--- config.mk ---
export PLATFORM = sky130hd
export DESIGN_NAME = ism_ctrl
export DESIGN_NICKNAME = d
export VERILOG_FILES = /design/src/rtl/core/ism_pkg.sv /design/src/rtl/core/ism_ctrl.sv
export SDC_FILE = /design/constraint.sdc
export NUM_CORES = 1
export LEC_CHECK = 0
export BUFFER_PORTS_ARGS = -buffer_cell sky130_fd_sc_hd__buf_4
export CORE_AREA = 2 2 39 41
export DETAILED_ROUTE_END_ITERATION = 8
export DIE_AREA = 0 0 41 43
export PLACE_DENSITY = 0.71
export SKIP_CTS_REPAIR_TIMING = 1
export SYNTH_ARGS = -nofsm -noshare
export SYNTH_HDL_FRONTEND = slang
export SYNTH_SLANG_ARGS = --single-unit
--- constraint.sdc ---
create_clock -name clk -period 2.1 [get_ports clk]
set_clock_uncertainty 0.05 [all_clocks]
set_input_delay 0.315 -clock clk [delete_from_list [all_inputs] [get_ports clk]]
set_output_delay 0.315 -clock clk [all_outputs]
set_load 0.005 [all_outputs]
--- src/rtl/core/ism_pkg.sv ---
package ism_pkg;

  localparam int MAX_SPANS = 64;
  localparam int IDX_W = $clog2(MAX_SPANS);
  localparam int CNT_W = $clog2(MAX_SPANS + 1);
  localparam logic [32:0] WORD_BYTES = 33'd4;
  localparam logic [32:0] ADDR_LIMIT = 33'h1_0000_0000;

  localparam logic [2:0] ST_FOUND   = 3'd0;
  localparam logic [2:0] ST_NOMODEL = 3'd1;
  localparam logic [2:0] ST_CROSS   = 3'd2;
  localparam logic [2:0] ST_RUNTIME = 3'd3;
  localparam logic [2:0] ST_PAINTED = 3'd4;
  localparam logic [2:0] ST_FULL    = 3'd5;

  localparam logic [1:0] KIND_RUNTIME = 2'd1;
  localparam logic       CMD_PAINT  = 1'b0;

  typedef struct packed {
    logic        command;
    logic [31:0] address;
    logic [31:0] span_size;
    logic [1:0]  span_kind;
    logic [31:0] source_start;
    logic [31:0] span_base;
  } in_item_t;

  typedef struct packed {
    logic [2:0]  status;
    logic [31:0] base_offset;
    logic [31:0] source_address;
    logic [1:0]  found_kind;
  } out_item_t;

  typedef struct packed {
    logic [31:0] start;
    logic [32:0] stop;
    logic [1:0]  kind;
    logic [31:0] source;
    logic [31:0] base;
  } span_t;

  // controller -> datapath
  typedef struct packed {
    logic load;      // capture the input item
    logic scan_clr;  // reset read index, place the painted span
    logic rd;        // read one entry (pass A or B/lookup)
    logic pass_b;    // second pass
    logic copy_clr;  // reset copy index
    logic copy;      // move one scratch entry into the table
    logic finish;    // build the result
  } dp_cmd_t;

  // datapath -> controller
  typedef struct packed {
    logic is_paint;
    logic zero_size;
    logic scan_done;
    logic overflow;
    logic copy_done;
  } dp_sts_t;

endpackage

--- src/rtl/core/ism_ctrl.sv ---
module ism_ctrl (
  input  logic             clk,
  input  logic             rst_n,
  input  logic             start,
  output logic             busy,
  output ism_pkg::dp_cmd_t cmd,
  input  ism_pkg::dp_sts_t sts,
  output logic             done
);

  typedef enum logic [6:0] {
    S_IDLE  = 7'b0000001,
    S_DEC   = 7'b0000010,
    S_PASSA = 7'b0000100,
    S_PASSB = 7'b0001000,
    S_CHECK = 7'b0010000,
    S_COPY  = 7'b0100000,
    S_DONE  = 7'b1000000
  } state_t;

  state_t state_r, state_nxt;

  always_ff @(posedge clk) begin
    if (!rst_n) state_r <= S_IDLE;
    else        state_r <= state_nxt;
  end

  always_comb begin
    state_nxt = state_r;
    cmd = '0;
    unique case (state_r)
      S_IDLE: begin
        if (start) begin
          cmd.load = 1'b1;
          state_nxt = S_DEC;
        end
      end
      S_DEC: begin
        if (sts.is_paint && sts.zero_size) state_nxt = S_DONE;
        else                               state_nxt = S_PASSA;
      end
      S_PASSA: begin
        if (sts.scan_done) begin
          cmd.scan_clr = 1'b1;
          state_nxt = sts.is_paint ? S_PASSB : S_DONE;
        end else begin
          cmd.rd = 1'b1;
        end
      end
      S_PASSB: begin
        if (sts.scan_done) begin
          state_nxt = S_CHECK;
        end else begin
          cmd.rd = 1'b1;
          cmd.pass_b = 1'b1;
        end
      end
      S_CHECK: begin
        cmd.copy_clr = 1'b1;
        state_nxt = sts.overflow ? S_DONE : S_COPY;
      end
      S_COPY: begin
        if (sts.copy_done) state_nxt = S_DONE;
        else               cmd.copy = 1'b1;
      end
      S_DONE: begin
        cmd.finish = 1'b1;
        state_nxt = S_IDLE;
      end
      default: state_nxt = S_IDLE;
    endcase
  end

  assign busy = (state_r != S_IDLE);
  assign done = (state_r == S_DONE);

  a_onehot: assert property (@(posedge clk) disable iff (!rst_n) $onehot(state_r))
    else $error("state not one-hot");
  a_done_idle: assert property (@(posedge clk) disable iff (!rst_n)
    done |=> !busy) else $error("done not followed by idle");
  a_start: assert property (@(posedge clk) disable iff (!rst_n)
    (start && !busy) |=> busy) else $error("accepted item did not start");

endmodule

# --- Yosys cells after proc, flatten, opt, wreduce, memory -nomap -nowiden ---
# Cells that the tools add are included.
classes:
  n_mux: 20
  n_div: 0
  n_eq_ne: 12
  n_shift: 0
  reduce_logical: 2
  n_mul: 0
  n_bitwise: 0
  add_sub_neg: 0
  n_lt_le_gt_ge: 0
ops:
  columns: ["op", "n"]
  rows:
  - ["two-way mux 7 bit", 7]
  - ["one-hot mux 7 bit (6 select lines)", 1]
  - ["two-way mux 1 bit", 10]
  - ["!= test 2 bit (second input constant)", 4]
  - ["== test 7 x 1 -> 1 bit (second input constant)", 1]
  - ["== test 7 x 2 -> 1 bit (second input constant)", 1]
  - ["== test 7 x 3 -> 1 bit (second input constant)", 1]
  - ["== test 7 x 4 -> 1 bit (second input constant)", 1]
  - ["== test 7 x 5 -> 1 bit (second input constant)", 1]
  - ["== test 7 x 6 -> 1 bit (second input constant)", 1]
  - ["== test 7 bit (second input constant)", 1]
  - ["!= test 7 x 1 -> 1 bit (second input constant)", 1]
  - ["AND reduction 4 bit", 1]
  - ["two-way mux 2 bit", 1]
  - ["one-hot mux 1 bit (2 select lines)", 1]
  - ["logical AND 1 bit", 1]
word_totals:
  mem_bits_ro: 0
  in_bits: 8
  ram_bits: 0
  reg_bits: 7
  wordCells: 35
  latchBits: 0
  mem_count: 0
  output_inout_bits: 9

# --- Logic depth before layout (Yosys ltp) ---
# Gate-level depths: netlist (run 1).
logic_depth:
  word_depth: 3
  mapped_depth: 6
  ltp_nobuf: 5

# --- Worst setup path before layout (run 1) ---
# Ideal clock, no wire load.
synth_path:
  path_type: "register to output"
  from: "register state_r[2]"
  to: "output cmd[6] in the netlist's numbering"
  path_buffers: 0
  slack_ps: 331
  path_stages_with_launch: 4
  required_ps: 1735
  t_arrival_ps: 1404
  path_cell_list: "dfxtp_1 > or4_4 > or3_1 > nor2_1"
synth_lines:
  columns: ["element", "line_no", "text"]
  rows:
  - ["start, declared", "ism_ctrl.sv:21", "state_t state_r, state_nxt;"]
  - ["start signal, assigned", "ism_ctrl.sv:25", "else state_r <= state_nxt;"]
  - ["end, declared", "ism_ctrl.sv:6", "output ism_pkg::dp_cmd_t cmd,"]

==> results_dict.tcl, run 1 <==
set metrics [dict create \
    netlist_top_cells_area "dfxtp_1, a2111oi_4, nor3_2, nand2b_1, nor2_1" \
    rsz0062_at_grt "true" \
    rows 14 \
    drtAntennaViolNets 0 \
    synth.most_common_cell "dfxtp_1" \
    drtIter0Drc 4 \
    grt_pass1_wl_um 1990 \
    cp-end-kind "primary output" \
    cpPeakStageDelay_ns 0.54 \
    clk_transition_reported_paths_ns 0.05 \
    insertion_delay_ns 0.24 \
    required_ns 1.74 \
    grt_max_degree 9 \
    hpwl_um 1050 \
    clock.fmax_ghz 0.484 \
    synthCells 59 \
    numCtsBuffers 3 \
    die_y_um 43 \
    die_area_mm2 0.00176 \
    grtUsageTotal 0.164 \
    htree_levels 1 \
    cts.sinks 7 \
    num_antenna_cells 0 \
    leakagePower_nw 0.285 \
    ys_types 36 \
    vias 512 \
    firstDrtPassIters 4 \
    async_reset_ff_frac 0 \
    yosysTopAreaCell "dfxtp_1" \
    yosys_warnings 0 \
    worst_pin_slew_ns 0.401 \
    syn_area_um2 537 \
    arrival_ns 1.70 \
    slowest_stage "or4_4" \
    synthFlopType "dfxtp_1" \
    ir_worst_vdd_mv 0.569 \
    avgSynthCellArea_um2 9.10 \
    ys_ff_latch 7 \
    avgViaCountPerCell 5.22 \
    initial_core_util 0.388 \
    fin_nets 91 \
    drt-wirelength-per-cell_um 13.8 \
    slew_headroom 0.729 \
    utilization 0.541 \
    yosysTopAreaCellShare 0.261 \
    die_w_um 41 \
    grt_pass1_vias 470 \
    filler_cell_count 125 \
    cts_root_buffer "clkbuf_4" \
    min_path_type "primary input to register" \
    timing.final.hold_violations 0 \
    drive_gt1_frac 0.549 \
    drt-total-wl_um 1350 \
    largest_reg_flops 7 \
    critPathMaxFanout 5 \
    gp_congestion 0.842 \
    status "finished clean" \
    fin_cells 98 \
    finalCritPeriodShare 0.984 \
    dp_cells 90 \
    top_register "state_r" \
    synth_commonest_cells "dfxtp_1, nor2_1, nand2_1" \
    largestRegisters "state_r x7" \
    syn_to_final_growth_pct 39.4 \
    finalSetupViolCount 0 \
    port_buffers 16 \
    ios 17 \
    tritoncts "yes" \
    hold_ws_ns 0.282 \
    crit_chain "or4_4 > or3_4 > nor2_4 > buf_6" \
    ys_seq_area_frac 0.261 \
    core_area_mm2 0.00138 \
    max-cap-violations 0 \
    clk_path_buf_depth 2 \
    drv_slew 0 \
    drc 0 \
    crit_type "register to primary output" \
    synth.net_count 67 \
    p_per_area_mw_per_mm2 831 \
    period_needed_ns 2.07 \
    antenna_found_initial 0 \
    synth_edf_count 0 \
    worst_setup_path_start_kind "register" \
    gr-total-overflow 0 \
]
-- final cells by class --
type                            count  area [um^2]  area share
Multi-Input combinational cell     47          384       0.513
Timing Repair Buffer               21          161       0.216
Sequential cell                     7          145       0.194
Clock buffer                        4         26.3      0.0351
Tap cell                           16         20.0      0.0268
Inverter                            3         11.3      0.0151
-- power breakdown --
part           switching, mW  internal [mW]
Combinational          0.157          0.171
Clock                 0.0434         0.0721
Sequential            0.0253          0.153
Total                  0.226          0.396
-- critical path, delay by kind of cell (launching register included) --
family / cells / cell delay, ns
and+or+nand+nor: 3 / 1.00
DFF: 1 / 0.35
buffers and inverters: 1 / 0.09
-- cell families (layout without fill, tap and decap cells) --
logic type / after synthesis / count (layout) / synth area share
flops: 7 / 7 / 0.261
buf+inv: 5 / 28 / 0.0559
xor+xnor: 1 / 1 / 0.0163
compound gates: 13 / 13 / 0.219
simple gates: 31 / 31 / 0.408
mux: 2 / 2 / 0.0396
-- worst paths after layout --
kind / startpoint / end / slack (ns) / depth (start not counted)
setup / recovery: state_r[2]$_SDFFE_PN0P_ / cmd[6] / 0.03 / 4
hold / removal: rst_n / state_r[5]$_SDFFE_PN0P_ / 0.28 / 2
setup reg to reg: state_r[0]$_SDFFE_PN1P_ / state_r[0]$_SDFFE_PN1P_ / 0.38 / 5
hold reg to reg: state_r[6]$_SDFFE_PN0P_ / state_r[0]$_SDFFE_PN1P_ / 0.53 / 2
-- metrics by stage --
stage          TNS [ns]  power (mW)  area, um^2  worst slack, ns
3_5_place_dp          0       0.446         666            0.182
4_1_cts          -0.126       0.568         692          -0.0929
5_1_grt         -0.0130       0.663         748          -0.0130
2_1_floorplan         0       0.370         537            0.331
3_3_place_gp          0       0.437         666            0.242
6_report              0       0.622         748           0.0328
-- layer usage --
| layer | GRT usage | wire length [um] | vias up |
|---|---|---|---|
| li1 | - | - | 259 |
| met1 | 0.221 | 589 | 245 |
| met2 | 0.250 | 709 | 6 |
| met3 | 0.0157 | 27 | 2 |
| met4 | 0.0800 | 24 | 0 |
| met5 | 0 | 0 | - |
-- cell usage in the layout (no fill, tap or decap), types with 2 or more instances in the layout --
master and count:
buf_4 20, nor2b_1 2, nand2b_1 3, o21ai_0 2
clkbuf_4 3, a21oi_1 2, nand2_1 4, dfxtp_1 5
a21oi_2 2, nor3_2 3, or3_4 2, inv_1 3
nor2_1 4
Power figures use the tool's default switching activity.
==> inputs of run 2 (changes only) <==
==> constraint.sdc (replaced) <==
create_clock -name clk -period 2.1 [get_ports clk]
set_clock_uncertainty 0.05 [all_clocks]
set_input_delay 0.105 -clock clk [delete_from_list [all_inputs] [get_ports clk]]
set_output_delay 0.105 -clock clk [all_outputs]
set_load 0.005 [all_outputs]
==> run 2 against run 1 <==
Global-route usage rose by 0.69 points. Routed wire length fell by 11%. Largest power group unchanged. Utilization fell by 4.5 points. Register-to-register slack improved by 0.02 ns. Maximum frequency rose by 6.0%. Setup slack improved by 0.12 ns. First-iteration DRC count fell by 75%. Design area fell by 8.4%. Non-clock buffer count fell by 5. Critical path type unchanged. Worst hold slack got worse by 0.22 ns. Sequential power rose by 6%.
==> results_dict.tcl, run 2 (synthesized netlist as in run 1, its figures left out) <==
set metrics [dict create \
    status "finished clean" \
    die_w_um 41 \
    vias 487 \
    slew_headroom 0.727 \
    firstDrtPassIters 4 \
    crit_chain "or4_4 > or3_1 > nor2_1 > buf_4" \
    grt_max_degree 10 \
    port_buffers 16 \
    slowest_stage "or4_4" \
    drt-wirelength-per-cell_um 12.9 \
    cts_root_buffer "clkbuf_4" \
    leakagePower_nw 0.253 \
    num_antenna_cells 0 \
    arrival_ns 1.80 \
    clk_transition_reported_paths_ns 0.05 \
    htree_levels 1 \
    largest_reg_flops 7 \
    gp_congestion 0.827 \
    fin_ws_ns 0.149 \
    dp_slack_ns 0.386 \
    drtAntennaViolNets 0 \
    filler_cell_count 132 \
    max-cap-violations 0 \
    grtUsageTotal 0.171 \
    rows 14 \
    drt-total-wl_um 1200 \
    numCtsBuffers 3 \
    die_y_um 43 \
    syn_to_final_growth_pct 27.7 \
    antenna_found_initial 0 \
    drive_gt1_frac 0.468 \
    grt_pass1_wl_um 1980 \
    timing.final.hold_violations 0 \
    largestRegisters "state_r x7" \
    path_buf_inv 1 \
    initial_core_util 0.388 \
    period_needed_ns 1.95 \
    cp-startpoint "state_r[2]$_SDFFE_PN0P_" \
    p_per_area_mw_per_mm2 803 \
    critPathMaxFanout 8 \
    drv_slew 0 \
    cts.sinks 7 \
    tns_ns 0 \
    final_cell_mix "buf_4, dfxtp_1, nor2_1, nand2_1" \
    drc 0 \
    min_path_type "primary input to register" \
    crit_type "register to primary output" \
    insertion_delay_ns 0.25 \
    drtIter0Drc 1 \
    die_area_mm2 0.00176 \
    cpPeakStageDelay_ns 0.54 \
    mostFrequentLayoutCell "buf_4" \
    ios 17 \
    utilization 0.495 \
    clk_path_buf_depth 2 \
    cp-end-kind "primary output" \
    finalSetupViolCount 0 \
    gr-total-overflow 0 \
    tritoncts "yes" \
    grt_pass1_vias 453 \
    top_register "state_r" \
    hold_ws_ns 0.0608 \
    core_area_mm2 0.00138 \
    avgViaCountPerCell 5.24 \
    fin_nets 86 \
    rsz0062_at_grt "false" \
    hpwl_um 958 \
    cpLargestDelayFamily "simple AND/OR/NAND/NOR gates" \
    worst_pin_slew_ns 0.403 \
    min-delay-start "rst_n" \
    worst_setup_path_start_kind "register" \
    multi_input_area_um2 367 \
    finalCritPeriodShare 0.929 \
    ir_worst_vdd_mv 0.352 \
    clock.fmax_ghz 0.513 \
    seqCellArea_um2 141 \
    required_ns 1.95 \
    r2r_start "state_r[5]$_SDFFE_PN0P_" \
]
run 2: path summary, 6_finish.rpt:
check                                               end  slack [ns]  cells past startpoint
worst min register to register  state_r[2]$_SDFFE_PN0P_        0.47                      2
worst max-delay path                             cmd[6]        0.15                      4
worst max register to register  state_r[0]$_SDFFE_PN1P_        0.40                      4
worst min-delay path            state_r[5]$_SDFFE_PN0P_        0.06                      2
run 2: layer usage:
layer	GRT usage	routed length [um]	vias up
met5	0	0	-
met3	0.0628	33	2
met4	0.0800	14	0
met1	0.208	539	229
li1	-	-	250
met2	0.256	609	6
run 2: report_power, final:
group | internal [mW] | total [mW] | switching (mW)
Sequential | 0.151 | 0.189 | 0.0375
Combinational | 0.124 | 0.242 | 0.118
Clock | 0.0724 | 0.120 | 0.0477
run 2: metrics by stage:
stage	std cells	area, um^2	power [mW]
5_1_grt	93	686	0.599
2_1_floorplan	59	537	0.370
3_5_place_dp	89	658	0.433
3_3_place_gp	89	658	0.426
6_report	93	686	0.551
4_1_cts	93	684	0.559
run 2: cell type report:
| type | instances | share of cell area |
|---|---|---|
| inverter | 3 | 0.0164 |
| tap | 16 | 0.0292 |
| sequential | 7 | 0.206 |
| clock buffer | 4 | 0.0383 |
| multi-input combinational | 47 | 0.535 |
| timing repair buffer | 16 | 0.175 |
==> inputs of run 3 (changes only) <==
--- a/config.mk
+++ b/config.mk
@@ -5,6 +5,7 @@
 export SDC_FILE = /design/constraint.sdc
 export NUM_CORES = 1
 export LEC_CHECK = 0
+export ABC_AREA = 1
 export BUFFER_PORTS_ARGS = -buffer_cell sky130_fd_sc_hd__buf_4
 export CORE_AREA = 2 2 39 41
 export DETAILED_ROUTE_END_ITERATION = 8
==> run 3 against run 2 <==
Die area unchanged. Sequential cell count is the same. Register-to-register slack better by 0.45 ns. Sequential share of layout area shrank 0.55 points. Utilization is 0.90 points higher. Area after synthesis grew 0.47%. Worst hold slack worse by 0.012 ns. Non-clock buffer count unchanged. Highest routed layer unchanged.
==> results_dict.tcl, run 3 <==
set metrics [dict create \
    tritoncts "yes" \
    period_needed_ns 1.46 \
    worst_setup_path_start_kind "register" \
    async_reset_ff_frac 0 \
    drtAntennaViolNets 0 \
    min_path_type "primary input to register" \
    utilization 0.505 \
    vias 565 \
    clk_path_buf_depth 2 \
    synthFlopType "dfxtp_1" \
    antenna_found_initial 0 \
    drv_slew 0 \
    final_cell_mix "buf_4, inv_1, nand2_1, nor2_1" \
    grtUsageTotal 0.180 \
    num_antenna_cells 0 \
    cp_common_cell "nand2_4" \
    mostFrequentLayoutCell "buf_4" \
    clock.fmax_ghz 0.685 \
    hpwl_um 990 \
    arrival_ns 1.30 \
    status "finished clean" \
    dp_cells 114 \
    cts.sinks 7 \
    drive_gt1_frac 0.422 \
    cpLargestDelayFamily "simple AND/OR/NAND/NOR gates" \
    drc 0 \
    crit_chain "inv_1 > nand2_2 > nor2_4 > nand2_4 > nand2_4 > nand2_4 > inv_4 > buf_4" \
    critPathMaxFanout 6 \
    htree_levels 1 \
    fin_ws_ns 0.640 \
    insertion_delay_ns 0.25 \
    grt_max_degree 7 \
    dp_slack_ns 0.857 \
    drt-total-wl_um 1130 \
    initial_core_util 0.390 \
    yosys_warnings 0 \
    grt_pass1_wl_um 2090 \
    synth_edf_count 0 \
    dpl_cell_area_um2 672 \
    syn_area_um2 539 \
    ys_ff_latch 7 \
    rsz0062_at_grt "false" \
    firstDrtPassIters 4 \
    tns_ns 0 \
    slew_headroom 0.825 \
    ir_worst_vdd_mv 0.269 \
    syn_to_final_growth_pct 29.5 \
    yosysTopAreaCellShare 0.260 \
    fin_nets 111 \
    synthCells 83 \
    crit_type "register to primary output" \
    required_ns 1.95 \
    avgSynthCellArea_um2 6.50 \
    drt-wirelength-per-cell_um 9.53 \
    post-layout-total-power_mw 0.401 \
    cts_root_buffer "clkbuf_4" \
    synth_commonest_cells "inv_1, nand2_1, nor2_1" \
    core_area_mm2 0.00138 \
    die_area_mm2 0.00176 \
    synth.net_count 91 \
    p_per_area_mw_per_mm2 575 \
    largestRegisters "state_r x7" \
    cpPeakStageDelay_ns 0.33 \
    finalSetupViolCount 0 \
    ys_seq_area_frac 0.260 \
    die_w_um 41 \
    top_register "state_r" \
    path_buf_inv 3 \
    grt_pass1_vias 520 \
    timing.final.hold_violations 0 \
    cp-end-kind "primary output" \
    drtIter0Drc 2 \
    avgViaCountPerCell 4.79 \
    hold_ws_ns 0.0488 \
    yosysTopAreaCell "dfxtp_1" \
    die_y_um 43 \
    fin_cells 118 \
    worst_pin_slew_ns 0.260 \
    rows 14 \
    clk_transition_reported_paths_ns 0.05 \
    netlist_top_cells_area "dfxtp_1, inv_1, nand2_1, nand2_4, nor2_1" \
    leakagePower_nw 0.376 \
    slowest_stage "dfxtp_1" \
    gp_congestion 0.760 \
    ys_types 21 \
    finalCritPeriodShare 0.695 \
    synth.most_common_cell "inv_1" \
    ios 17 \
    max-cap-violations 0 \
    numCtsBuffers 3 \
    port_buffers 16 \
    largest_reg_flops 7 \
    gr-total-overflow 0 \
    fin_area_um2 698 \
]
-- run 3: cell types whose count changed after synthesis, sizes merged, moves of 2 or more --
cell and change:
inv +17, nand2 +16, nand2b -3, nand3 +7
nand4 +2, nor2 +11, nor2b -2, nor4b -2
o21ai -2, or2 -2, or3 -2
-- run 3: worst paths after layout --
check                          startpoint                       to  slack (ns)  cells past startpoint
hold reg to reg   state_r[2]$_SDFFE_PN0P_  state_r[2]$_SDFFE_PN0P_        0.57                      4
setup reg to reg  state_r[6]$_SDFFE_PN0P_  state_r[6]$_SDFFE_PN0P_        0.85                      8
hold / removal                      rst_n  state_r[0]$_SDFFE_PN1P_        0.05                      2
setup / recovery  state_r[6]$_SDFFE_PN0P_                   cmd[4]        0.64                      8
-- run 3: report_power, final --
group          internal [mW]  leakage [nW]  switching, mW
combinational         0.0540         0.304         0.0743
clock                 0.0726        0.0150         0.0512
sequential             0.143        0.0569        0.00589
total                  0.270         0.376          0.131
-- run 3: logic make-up after synthesis --
kind of cell	count (synthesis)	synth area share
buf+inv	21	0.158
compound gates	5	0.0580
flops	7	0.260
simple gates	50	0.524
-- run 3: worst reg2reg max path, stage by stage, from the launching register on --
cell and delay, ns:
dfxtp_1 0.33, inv_1 0.08, nand2_2 0.06, nor2_4 0.20, nand3_1 0.15, nand2_2 0.11, inv_2 0.04, nand2_2 0.08
nor3_2 0.05
-- run 3: layout make-up --
class                      instances  area [um^2]
multi-input combinational         55          314
sequential                         7          140
clock buffer                       4         26.3
inverter                          20         77.6
tap                               16         20.0
timing repair buffer              16          120
fill                             147          686
-- run 3: per-layer routing --
layer | GRT usage | part of all wire | up-vias | wire [um]
li1 | - | - | 293 | -
met3 | 0.0314 | 0.059 | 4 | 66
met1 | 0.207 | 0.38 | 249 | 423
met2 | 0.284 | 0.53 | 19 | 596
met4 | 0.120 | 0.035 | 0 | 39
met5 | 0 | 0 | - | 0
